`config.mk`:
```
export PLATFORM = sky130hd
export DESIGN_NAME = vcd_queue
export DESIGN_NICKNAME = d
export VERILOG_FILES = /design/src/rtl/vcd_pkg.sv /design/src/rtl/vcd_queue.sv
export SDC_FILE = /design/constraint.sdc
export NUM_CORES = 1
export LEC_CHECK = 0
export ABC_AREA = 1
export BUFFER_PORTS_ARGS = -buffer_cell sky130_fd_sc_hd__buf_2
export CORE_ASPECT_RATIO = 1.4
export CORE_UTILIZATION = 51
export CTS_CLUSTER_DIAMETER = 60
export CTS_CLUSTER_SIZE = 40
export DETAILED_ROUTE_END_ITERATION = 10
export GPL_TIMING_DRIVEN = 1
export PLACE_DENSITY = 0.78
export SYNTH_ARGS = -nofsm -noshare
export SYNTH_HDL_FRONTEND = slang
export SYNTH_SLANG_ARGS = --single-unit
```
`constraint.sdc`:
```
create_clock -name i_clk -period 2.95 [get_ports i_clk]
set_input_delay 0.1475 -clock i_clk [delete_from_list [all_inputs] [get_ports i_clk]]
set_output_delay 0.1475 -clock i_clk [all_outputs]
set_load 0.05 [all_outputs]
```
`src/rtl/vcd_pkg.sv`:
```
package vcd_pkg;

    localparam int MAX_OBJECTS = 4096;
    localparam int WORD_BITS   = 32;
    localparam int NUM_WORDS   = (MAX_OBJECTS + WORD_BITS - 1) / WORD_BITS;
    localparam int WA_W        = $clog2(NUM_WORDS);
    localparam int BIT_W       = $clog2(WORD_BITS);
    localparam int OBJ_W       = WA_W + BIT_W;
    localparam int CNT_W       = 13;
    localparam int IDX_W       = 16;
    localparam int Q_DEPTH     = 2;
    localparam int Q_AW        = $clog2(Q_DEPTH);

    typedef enum logic [1:0] {
        OP_WORD   = 2'd0,
        OP_MOVE   = 2'd1,
        OP_RESIZE = 2'd2,
        OP_NOP    = 2'd3
    } t_op;

    typedef struct packed {
        logic [WA_W-1:0]      widx;
        logic [WORD_BITS-1:0] bits;
    } t_chg;

    typedef struct packed {
        logic valid;
        t_chg chg;
    } t_qpush;

endpackage

```
`src/rtl/vcd_queue.sv`:
```
module vcd_queue import vcd_pkg::*; (
    input  logic   i_clk,
    input  logic   i_rst_n,
    input  t_qpush i_push,
    output logic   o_ready,
    output t_chg   o_head,
    output logic   o_valid,
    input  logic   i_pop
);

    t_chg            r_mem [Q_DEPTH];
    logic [Q_AW-1:0] r_wp;
    logic [Q_AW-1:0] r_rp;
    logic [Q_AW:0]   r_cnt;
    logic            do_push;
    logic            do_pop;

    assign o_ready = r_cnt != (Q_AW+1)'(Q_DEPTH);
    assign o_valid = r_cnt != '0;
    assign o_head  = r_mem[r_rp];
    assign do_push = i_push.valid && o_ready;
    assign do_pop  = i_pop && o_valid;

    always_ff @(posedge i_clk) begin
        if (!i_rst_n) begin
            r_wp  <= '0;
            r_rp  <= '0;
            r_cnt <= '0;
        end else begin
            if (do_push) begin
                r_wp <= r_wp + Q_AW'(1);
            end
            if (do_pop) begin
                r_rp <= r_rp + Q_AW'(1);
            end
            if (do_push && !do_pop) begin
                r_cnt <= r_cnt + (Q_AW+1)'(1);
            end else if (do_pop && !do_push) begin
                r_cnt <= r_cnt - (Q_AW+1)'(1);
            end
        end
    end

    always_ff @(posedge i_clk) begin
        if (do_push) begin
            r_mem[r_wp] <= i_push.chg;
        end
    end

endmodule

```
Word level (Yosys, flattened, before mapping)
Memory sizes are Yosys's and may differ from the RTL's. A register that Yosys moved wholly into a read port is not among the register bits.
Index checks and enable logic that the tools add are counted.
{"block": "op_classes", "addsub": 4, "mux": 6, "n_eq_ne": 1, "reduce_logical": 8}
{"op": "logical AND 1 bit", "count": 4}
{"op": "two-way mux 1 bit", "count": 4}
{"op": "two-way mux 2 bit", "count": 2}
{"op": "nonzero test 2 bit", "count": 2}
{"op": "adder 1 bit (second input constant)", "count": 2}
{"op": "adder 2 x 1 -> 2 bit (second input constant)", "count": 1}
{"op": "zero test 1 bit", "count": 2}
{"op": "!= test 2 bit (second input constant)", "count": 1}
{"op": "subtractor 2 x 1 -> 2 bit (second input constant)", "count": 1}
{"block": "word_totals", "out_inout_bits": 41, "ff_bits": 4, "inputBits": 43, "ramBits": 78, "word_cells": 23, "n_memories": 1}
{"memory": "r_mem", "depth": 2, "word_bits": 39, "read_ports": 1, "rd_clocked_by_memory_dff": 1, "wr": 1, "line": "vcd_queue.sv:11", "rtl": "t_chg r_mem [Q_DEPTH];"}

Longest topological paths before layout
{"block": "depth", "depth_word": 6, "mapped_depth": 11, "ltp_nobuf": 11}

Least setup slack after synthesis
OpenSTA, ideal clock, no wires.
{"block": "synth_path", "path_type": "reg-to-reg", "from": "register r_cnt[0]", "to": "memory r_mem[0][0] (netlist bit), enable pin", "setup_ns": 0.435, "stages_incl_launch_ff": 5, "t_arrival_ns": 2.615, "path_slack_ns": -0.100, "n_path_buf": 0, "required_ns": 2.515, "period_less_slack_ns": 3.050, "path_cell_list": "dfxtp_1 inv_1 nand2_1 nand2_1 nor2_1"}
{"block": "synth_via", "elab_chain_len": 4}
{"item": "start: declaration", "line": "vcd_queue.sv:14", "rtl": "logic [Q_AW:0] r_cnt;"}
{"item": "start signal: assignment", "line": "vcd_queue.sv:37", "rtl": "r_cnt <= r_cnt + (Q_AW+1)'(1);"}
{"item": "start signal: assignment", "line": "vcd_queue.sv:39", "rtl": "r_cnt <= r_cnt - (Q_AW+1)'(1);"}
{"item": "!= test 2 bit", "line": "vcd_queue.sv:18", "rtl": "assign o_ready = r_cnt != (Q_AW+1)'(Q_DEPTH);"}
{"item": "named net o_ready", "line": "vcd_queue.sv:5", "rtl": "output logic o_ready,"}
{"item": "logical AND 1 bit", "line": "vcd_queue.sv:21", "rtl": "assign do_push = i_push.valid && o_ready;"}
{"item": "two-way mux 1 bit", "line": "vcd_queue.sv:45", "rtl": "if (do_push) begin"}
{"item": "two-way mux 1 bit (implied by the code)", "line": "vcd_queue.sv:46", "rtl": "r_mem[r_wp] <= i_push.chg;"}
{"item": "end: declaration", "line": "vcd_queue.sv:11"}
The timed path passes the listed nets, and every way through them passes these cells.

==> summary.txt <==
Outcome
  – Status: completed

Timing
  – Fmax: 474.4 MHz
  – Hold Slack: 17.88 ps
  – Slew Viols, Final: 0
  – RSZ-0062 raised after global routing: no
  – Tmin final: 2108 ps
  – Tightest Pin Transition: 698.4 ps
  – Setup violations, final: 0
  – Hold Vio Cnt, Final: 0
  – Clock skew: 8.440 ps
  – Slew margin rel.: 0.5344
  – Period utilisation layout: 0.7145

Floorplanning
  – Die Y: 94.26 um
  – FP Rows: 33
  – Initial core utilization: 0.5288
  – Die area: 6399 um2
  – CORE AREA: 5863 um2
  – I/O pin count: 84
  – Die width: 67.90 um

Min path
  – Hold path cells: 1
  – Hold Path Class: primary input to flip-flop
  – Hold Path Sink: r_mem[1][9]$_DFFE_PP_
  – HP Start: i_push[9]

Route
  – DRC viols: 0
  – Via count: 1786
  – DR pass1 iterations: 4
  – DRT iter0 DRCs: 76
  – WL/cell: 14.96 um
  – Final ANT Viol Nets: 0
  – Via density: 4.907
  – Post-Route WL: 5.447 mm

Yosys
  – Top cell type by total area after synthesis: edfxtp_1
  – Avg Inst Size Synth: 19.62 um2
  – Synth area leaders: edfxtp_1 76%, mux2_2 11%, mux2_4 4.8%, dfxtp_1 3.2%, nand2_1 1.1%
  – Register area share after synthesis: 0.7877
  – Cells after synthesis: 158
  – Yosys cell types: 16
  – Post-Syn Area: 3100 um2
  – Synth top area share: 0.7554
  – Net Count, Synth: 202
  – Ys Warns: 0
  – Flops & latches, synth: 83

Cells and area
  – Antenna cell count: 0
  – Layout fillers: 393
  – Most common cell after layout, fill and taps aside: buf_2
  – Commonest cells after routing, fill and taps aside: 83 x buf_2, 78 x edfxtp_1, 37 x dlygate4sd3_1
  – Fin cells: 364
  – Area growth from synthesis to layout: 34.91%
  – Nets: 333
  – Share of layout cells above drive strength 1: 0.4796

Clock network
  – Clock Path Buffers: 2
  – CTS sink cnt: 83
  – Post-CTS Setup Bufs: 0
  – Insertion delay to the later sink of the worst-skew pair: 330 ps
  – H-Tree Depth: 3
  – Clk slew on worst S/H paths: 70 ps
  – Clock root buffer: clkbuf_8
  – CTS buffer count: 9
  – CTS tree: built

Worst setup path
  – Worst Path Max Fanout: 28
  – Reg2reg path depth: 5
  – Crit path capture type: primary output
  – Flop2flop setup slack: 1310 ps
  – Arr. time, crit path: 1960 ps
  – Setup CP Type: flip-flop to primary output
  – Setup crit start kind: flip-flop
  – Required time of the critical path: 2800 ps
  – Worst r2r dst: r_mem[1][14]$_DFFE_PP_
  – R2R Path Start: r_cnt[0]$_SDFFE_PN0P_

Global route
  – Vias in the first global route: 1841
  – GRT Total Usage: 0.1854
  – Largest net degree at the start of global routing: 40
  – GRT overflow: 0
  – Initial antenna violation count: 0
  – First-pass GRT wire length: 8.197 mm

Place
  – GP Congestion: 0.6930
  – Placed Cells: 311
  – Input/output buffers: 83
  – Detailed placement HPWL: 3.415 mm

Power
  – PwrDens: 884.2 nW/um2
  – P_leak: 0.001639 uW
  – Peak supply drop: 0.7860 mV

Job
  – Max-cap viol count: 0
cell type report:
class	instances	area, um2	area share
sequential	83	2444	0.5842
clock buffer	13	138.9	0.03320
multi-input combinational	63	601.8	0.1439
clock inverter	3	65.06	0.01555
inverter	8	30.03	0.007179
timing repair buffer	124	815.8	0.1950
tap	70	87.58	0.02094
flip-flops by register name, summed over array words and instances, names as in the netlist, named ones only:
name   cells
r_wp       1
r_cnt      2
r_mem     78
r_rp       1
synthesized netlist by cell type:
| cell type | instances |
|---|---|
| nor2_1 | 8 |
| a21oi_1 | 1 |
| mux2_2 | 29 |
| nand3_1 | 1 |
| dfxtp_1 | 5 |
| ha_1 | 1 |
| inv_1 | 8 |
| nand2_1 | 9 |
| buf_4 | 2 |
| mux2_4 | 10 |
| edfxtp_1 | 78 |
| o21a_1 | 1 |
| buf_8 | 1 |
| o21ai_0 | 2 |
| nand4_1 | 1 |
| buf_6 | 1 |
what timing repair did:
action | 4_1_cts | 5_1_grt
gates resized for setup | 0 | 0
hold buffers | 36 | 1
hold endpoints to repair | 72 | 1
setup endpoints to repair | 0 | 0
routing by layer:
| metal | global-route usage | share of wire |
|---|---|---|
| met5 | 0 | 0 |
| met4 | 0.1024 | 0.029 |
| met3 | 0.05097 | 0.039 |
| met2 | 0.3259 | 0.57 |
| met1 | 0.1918 | 0.36 |
worst max-delay path: stages, from the launching register on:
cell,delay (ps)
dfxtp_2,790
buf_4,290
mux2_2,340
buf_2,210
cell families (layout without fill, tap and decap cells):
kind of cell | after synthesis | in the layout | synth area share
flops | 83 | 83 | 0.7877
mux | 39 | 39 | 0.1538
simple gates | 19 | 19 | 0.02421
buf+inv | 12 | 148 | 0.02300
compound gates | 4 | 4 | 0.007263
fa+ha+maj | 1 | 1 | 0.004035
worst max path at each step:
| stage | to | slack, ps | from | depth (start not counted) |
|---|---|---|---|---|
| floorplan | r_mem[0][0]$_DFFE_PP_ | -100 | r_cnt[0]$_SDFFE_PN0P_ | 4 |
| finish | o_head[25] | 840 | flip-flop | 3 |
| global route | o_head[19] | 730 | flip-flop | 3 |
| CTS | o_head[25] | 800 | flip-flop | 3 |
| global placement | o_head[19] | 1170 | flip-flop | 3 |
| detailed placement | o_head[19] | 1170 | flip-flop | 3 |
power by group:
part | internal, uW | leakage, uW | switching, uW | total (uW)
logic | 395 | 0.000768 | 892 | 1290
clock network | 477 | 0.000102 | 353 | 830
registers | 1490 | 0.000769 | 90.2 | 1580
per-stage QoR:
step / cell area [um2] / total power (uW) / setup TNS [ps] / utilization / setup WS [ps]
after global placement: 3608 / 2838 / 0 / 0.6155 / 1173
after floorplan: 3100 / 2604 / -7837 / - / -100.5
after CTS: 4173 / 3732 / 0 / 0.7117 / 797.5
final: 4183 / 3698 / 0 / 0.7134 / 842.3
after global routing: 4183 / 3861 / 0 / 0.7134 / 733.0
after detailed placement: 3608 / 2862 / 0 / 0.6155 / 1173
(Power assumes the default switching activity.)
