--- config.mk ---
export PLATFORM = sky130hd
export DESIGN_NAME = vcd_emit_flat
export DESIGN_NICKNAME = d
export VERILOG_FILES = /design/src/rtl/vcd_pkg.sv /design/src/rtl/vcd_if.sv /design/src/rtl/vcd_emit.sv /design/src/flat_wrapper.sv
export SDC_FILE = /design/constraint.sdc
export NUM_CORES = 1
export LEC_CHECK = 0
export BUFFER_PORTS_ARGS = -buffer_cell sky130_fd_sc_hd__buf_2
export CORE_MARGIN = 8
export CORE_UTILIZATION = 45
export DETAILED_ROUTE_END_ITERATION = 8
export HOLD_SLACK_MARGIN = 0.05
export PLACE_DENSITY = 0.76
export RECOVER_POWER = 25
export SLEW_MARGIN = 15
export SYNTH_ARGS = -nofsm -noshare
export SYNTH_HDL_FRONTEND = slang
export SYNTH_SLANG_ARGS = --single-unit
--- constraint.sdc ---
create_clock -name i_clk -period 4.15 [get_ports i_clk]
set_input_delay 0.83 -clock i_clk [delete_from_list [all_inputs] [get_ports i_clk]]
set_output_delay 0.83 -clock i_clk [all_outputs]
set_load 0.05 [all_outputs]
--- src/rtl/vcd_pkg.sv ---
package vcd_pkg;

    localparam int MAX_OBJECTS = 4096;
    localparam int WORD_BITS   = 32;
    localparam int NUM_WORDS   = (MAX_OBJECTS + WORD_BITS - 1) / WORD_BITS;
    localparam int WA_W        = $clog2(NUM_WORDS);
    localparam int BIT_W       = $clog2(WORD_BITS);
    localparam int OBJ_W       = WA_W + BIT_W;
    localparam int CNT_W       = 13;
    localparam int IDX_W       = 16;
    localparam int Q_DEPTH     = 2;
    localparam int Q_AW        = $clog2(Q_DEPTH);

    typedef enum logic [1:0] {
        OP_WORD   = 2'd0,
        OP_MOVE   = 2'd1,
        OP_RESIZE = 2'd2,
        OP_NOP    = 2'd3
    } t_op;

    typedef struct packed {
        logic [WA_W-1:0]      widx;
        logic [WORD_BITS-1:0] bits;
    } t_chg;

    typedef struct packed {
        logic valid;
        t_chg chg;
    } t_qpush;

endpackage

--- src/rtl/vcd_if.sv ---


interface vcd_out_if import vcd_pkg::*; ();
    logic             valid;
    logic             ready;
    logic [OBJ_W-1:0] changed_index;
    logic             last;

    modport source (output valid, changed_index, last, input ready);
    modport sink (input valid, changed_index, last, output ready);
endinterface

--- src/rtl/vcd_emit.sv ---
module vcd_emit import vcd_pkg::*; (
    input  logic       i_clk,
    input  logic       i_rst_n,
    input  t_chg       i_head,
    input  logic       i_hvalid,
    output logic       o_pop,
    vcd_out_if.source  o_out
);

    logic                 r_busy;
    logic [WORD_BITS-1:0] r_rem;
    logic [WA_W-1:0]      r_base;
    logic                 r_ovalid;
    logic [OBJ_W-1:0]     r_idx;
    logic                 r_last;

    logic                 adv;
    logic                 only_one;
    logic [WORD_BITS-1:0] rem_next;
    logic [BIT_W-1:0]     pos;

    assign rem_next = r_rem & (r_rem - WORD_BITS'(1));
    assign only_one = rem_next == '0;
    assign adv      = !r_ovalid || o_out.ready;
    assign o_pop    = i_hvalid && (!r_busy || (adv && only_one));

    always_comb begin
        logic [WORD_BITS-1:0] lowest;
        lowest = r_rem & (~r_rem + WORD_BITS'(1));
        pos    = '0;
        for (int i = 0; i < WORD_BITS; i++) begin
            if (lowest[i]) begin
                pos = pos | BIT_W'(i);
            end
        end
    end

    always_ff @(posedge i_clk) begin
        if (!i_rst_n) begin
            r_busy   <= 1'b0;
            r_ovalid <= 1'b0;
        end else begin
            if (adv) begin
                r_ovalid <= r_busy;
            end
            if (o_pop) begin
                r_busy <= 1'b1;
            end else if (adv && r_busy) begin
                r_busy <= !only_one;
            end
        end
    end

    always_ff @(posedge i_clk) begin
        if (adv && r_busy) begin
            r_idx  <= {r_base, pos};
            r_last <= only_one;
        end
        if (o_pop) begin
            r_rem  <= i_head.bits;
            r_base <= i_head.widx;
        end else if (adv && r_busy) begin
            r_rem  <= rem_next;
        end
    end

    assign o_out.valid         = r_ovalid;
    assign o_out.changed_index = r_idx;
    assign o_out.last          = r_last;

endmodule

--- src/flat_wrapper.sv ---
// flat-port wrapper written by rule: the top's interface ports become plain ports
module vcd_emit_flat import vcd_pkg::*;
  (i_clk, i_rst_n, i_head, i_hvalid, o_pop, o_out_valid, o_out_changed_index, o_out_last, o_out_ready);
  vcd_out_if o_out_i ();
  input  logic i_clk;
  input  logic i_rst_n;
  input  t_chg i_head;
  input  logic i_hvalid;
  output logic o_pop;
  output wire logic [$bits(o_out_i.valid)-1:0] o_out_valid;
  output wire logic [$bits(o_out_i.changed_index)-1:0] o_out_changed_index;
  output wire logic [$bits(o_out_i.last)-1:0] o_out_last;
  input wire logic [$bits(o_out_i.ready)-1:0] o_out_ready;
  assign o_out_valid = o_out_i.valid;
  assign o_out_changed_index = o_out_i.changed_index;
  assign o_out_last = o_out_i.last;
  assign o_out_i.ready = o_out_ready;
  vcd_emit u_core (.i_clk(i_clk), .i_rst_n(i_rst_n), .i_head(i_head), .i_hvalid(i_hvalid), .o_pop(o_pop), .o_out(o_out_i));
endmodule
Yosys cells after proc, flatten, opt, wreduce, memory -nomap -nowiden
Index checks and enable logic that the tools add are counted.

Magnitude comparators: 0. Shift operators: 0. Reductions and logical operators: 14. Multipliers: 0. Divide/modulo/power cells: 0. Eq/ne operators: 2. Add/sub/neg operators: 2. Mux-type cells: 33. Bitwise logic cells: 3.

Operators by type and width (count): AND 32 bit (2); two-way mux 32 bit (2); adder 32 x 1 -> 32 bit, second input constant (1); zero test 32 bit (1); two-way mux 4 bit (8); NOT 32 bit (1); subtractor 32 x 1 -> 32 bit, second input constant (1); two-way mux 3 bit (8); OR reduction 16 bit (1); two-way mux 2 bit (6); two-way mux 1 bit (9); OR reduction 8 bit (1); OR reduction 4 bit (1); logical AND 1 bit (3); zero test 1 bit (3); != test 3 x 1 -> 1 bit, second input constant (1); logical OR 1 bit (2); != test 2 x 1 -> 1 bit, second input constant (1); nonzero test 2 bit (1); OR reduction 2 bit (1).

RAM bits: 0. ROM bits: 0. Bits in latches: 0. Flip-flop bits (word level): 54. Memories kept: 0.

Depth between registers and ports, before layout
Depth after elaboration: 29. Gate-level depth with buffers: 11.

Least setup slack after synthesis
Ideal clock, no wire load.

Kind: register to output. Start: reg u_core.r_rem[22]. End: out o_pop. Arrival time: 3.496 ns. Stages on the path, launching flop included: 9. Path slack: -0.176 ns. Buffers on the path: 1. Path through: edfxtp_1 -> or4_4 -> or2_2 -> o41ai_2 -> o2111ai_1 -> a2111oi_4 -> a31oi_4 -> buf_6 -> nor2_1.

Word-level cells in the longest chain between the ends: 6.

Ends and longest elaborated chain: start: declaration (line vcd_emit.sv:11) `logic [WORD_BITS-1:0] r_rem;`; start signal: assignment (line vcd_emit.sv:60) `r_rem <= i_head.bits;`; start signal: assignment (line vcd_emit.sv:63) `r_rem <= rem_next;`; subtractor 32 x 1 -> 32 bit (line vcd_emit.sv:22) `assign rem_next = r_rem & (r_rem - WORD_BITS'(1));`; AND 32 bit * (line vcd_emit.sv:22); zero test 32 bit * (line vcd_emit.sv:23) `assign only_one = rem_next == '0;`; logical AND 1 bit * (line vcd_emit.sv:25) `assign o_pop = i_hvalid && (!r_busy || (adv && only_one));`; logical OR 1 bit * (line vcd_emit.sv:25); logical AND 1 bit * (line vcd_emit.sv:25); end: declaration (line flat_wrapper.sv:9) `output logic o_pop;`.

Mark *: on every way between the ends. The rest lies on a longest branch, timed or not.

Worst setup path in the final report
Start: reg u_core.r_rem[21]. End: out o_pop.

Same word-level chain as after synthesis.

==> results.toml <==
[outcome]
status = "completed"

[global_routing]
met1_usage_pct = 24.5
gr-total-overflow = 0
grt_pass1_vias = 2697
grt_pass1_wl_microns = 13900
top_usage_layer = "met2"
grt_usage_pct = 16.9
use_met2_pct = 25.7
grtUsageMet3_pct = 2.63
antenna_found_initial = 0
grt_max_degree = 34

[critical_path]
worstSetupStartpointType = "register"
critical_path_class = "register to output pin"
end_kind = "output pin"
cp.required_ns = 3.32
cp.arrival_ns = 3.11
path_max_fanout = 5

[clock_tree]
cts_sinks = 54
cts.clk_slew.worst_paths_ns = 0.11
cts_max_level = 2
cts_buffer_depth = 2
cts_tree = "yes"
cts_hold_buf = 0
cts_buffers = 5
root_buffer = "clkbuf_8"
worstSkewPairLatency_ns = 0.32

[floorplan]
start_util_pct = 46.5
coreArea_sq_mm = 0.00725
die_width_microns = 103
boundaryPins = 58
row_count = 31
die_area_sq_mm = 0.0105
die_y_microns = 103

[timing]
hold_viol_final = 0
finalSetupViolCount = 0
slew_headroom_pct = 27.1
rsz0062_at_grt = "no"
setup_tns_ns = 0
period_needed_ns = 3.94
post-route-period-util_pct = 95.0
fmax_mhz = 254
tightestPinTransition_ns = 1.09
clock_skew_ns = 0.00896
final_max_slew_viol_count = 0

[power]
cellLeakagePower_nw = 1.54
p_clk_share_pct = 23.6
power_frac_seq_pct = 53.7
pwr-share-comb_pct = 22.7
power.total_w = 0.00138
swShare_pct = 33.5
p_switching_w = 0.000462
powerDensity_mw_per_mm2 = 352
irDropWorstVdd_mv = 0.210
p_int_w = 0.000920

[logic_synthesis]
yosysWarnings = 0
syn_inst = 329
synth_top_cells_by_count = "52 x edfxtp_1, 45 x inv_1, 27 x nor2_1, 26 x o31ai_2, 20 x nand3_1"
yosysSeqAreaShare_pct = 47.5
synth.top_cell.area_share_pct = 46.3
synth_edf_count = 52
synth_top_area_cell = "edfxtp_1"
syn_area_sq_mm = 0.00337
synth_ff_type = "edfxtp_1"
synth-async-reset-ratio_pct = 0
ys_ff_latch = 54
synth_area_per_cell_sq_um = 10.3
yosys-top-cells-area = "edfxtp_1 46%, o31ai_2 9.6%, inv_1 5.0%, nor2_1 3.0%, nand3_1 3.0%"
yosysMostFrequentCell = "edfxtp_1"
yosysUniqueCellTypes = 55
syn_nets = 372

[drt]
firstDrtPassIters = 5
via_per_inst = 5.76
avgRoutedWirePerCell_microns = 17.6
vias = 2835
drc_errors = 0
totalWireLength_microns = 8660
drtAntennaViolNets = 0
drt-initial-drc-count = 257

[cells_and_area]
fill_cells = 669
drive_above_1_share_pct = 31.6
fin_area_sq_mm = 0.00393
fin_nets = 435
area_growth_syn_to_layout_pct = 16.5
antenna_cells = 0
post-route-util_pct = 54.2

[placed_design]
port-buffer-count = 57
place_area_sq_mm = 0.00377
gp_congestion = 0.952
dp_hpwl_microns = 6500

[run]
maxCapViolCount = 0

[worst_hold_path]
min_path_type = "register to register"
worst paths after layout:
kind,from,cells past startpoint,slack (ns),end
worst min register to register,u_core.r_base[6]$_DFFE_PP_,0,0.43,u_core.o_out.changed_index[11]$_DFFE_PP_
worst max register to register,u_core.r_rem[21]$_DFFE_PP_,8,0.96,u_core.r_rem[1]$_DFFE_PP_
worst max-delay path,u_core.r_rem[21]$_DFFE_PP_,8,0.21,o_pop
worst min-delay path,u_core.r_base[6]$_DFFE_PP_,0,0.43,u_core.o_out.changed_index[11]$_DFFE_PP_
power by group through the flow:
stage          logic [W]  registers [W]  clock network [W]
3_3_place_gp    0.000294       0.000748                  0
3_5_place_dp    0.000298       0.000751                  0
6_report        0.000313       0.000743           0.000326
4_1_cts         0.000299       0.000739           0.000332
5_1_grt         0.000343       0.000752           0.000353
2_1_floorplan   0.000204       0.000752                  0
cells by family (layout without fill, tap and decap cells):
logic type / after synthesis / after routing / synth area share [%]
buffers and inverters: 64 / 128 / 8.20
AO/OA/AOI/OAI: 89 / 89 / 24.3
AND/OR/NAND/NOR: 121 / 121 / 19.8
flip-flops: 54 / 54 / 47.5
adder cells (fa/ha/maj): 1 / 1 / 0.297
critical path, stage by stage, from the launching register on:
cell and delay [ns]:
edfxtp_1 0.47, or4_4 0.58, nor4_1 0.31, or3b_1 0.47
o22ai_1 0.23, o2111a_1 0.27, a31oi_4 0.10, nor2_2 0.12
clkbuf_4 0.24
placed cells by master, fill, tap and decap left out, drive strengths merged, types with 3 or more instances in the layout:
cell / instances
edfxtp: 52
o211ai: 6
nor2: 27
nor3: 8
inv: 47
nor4: 12
o31ai: 33
buf: 72
or2: 5
a21boi: 3
o311ai: 3
or3: 5
nand4b: 3
clkbuf: 8
a2111oi: 3
nand2b: 12
nand3: 21
o21ai: 11
nand2: 17
nand4: 4
a21oi: 11
per-layer routing:
layer	up-vias	wire [microns]
met5	-	0
met4	0	76
met3	7	588
met2	115	3920
met1	1348	4080
li1	1365	-
registers in the layout, summed over array words and instances, names as in the netlist:
signal,flops
u_core.r_rem,32
u_core.r_busy,1
u_core.o_out.changed_index,12
u_core.o_out.valid,1
u_core.r_base,7
u_core.o_out.last,1
metrics by stage:
step	worst slack (ns)	hold slack, ns	instances
finish	0.209	0.433	492
detailed placement	0.397	0.407	478
global route	0.0615	0.455	492
floorplan	0.170	0.400	329
CTS	0.0405	0.433	486
global placement	0.399	0.403	478
area by class of cell:
class                      instances  area [sq um]  area share (%)
sequential                        54          1600            40.7
inverter                          45           169            4.30
multi-input combinational        211          1520            38.6
tap                               99           124            3.15
timing repair buffer              75           420            10.7
clock buffer                       5          68.8            1.75
clock inverter                     3          28.8           0.732
timing repair:
action	in CTS	in global routing
setup endpoints to repair	0	1
setup buffers	0	6
resized for setup	0	4
Power figures use the tool's default switching activity.
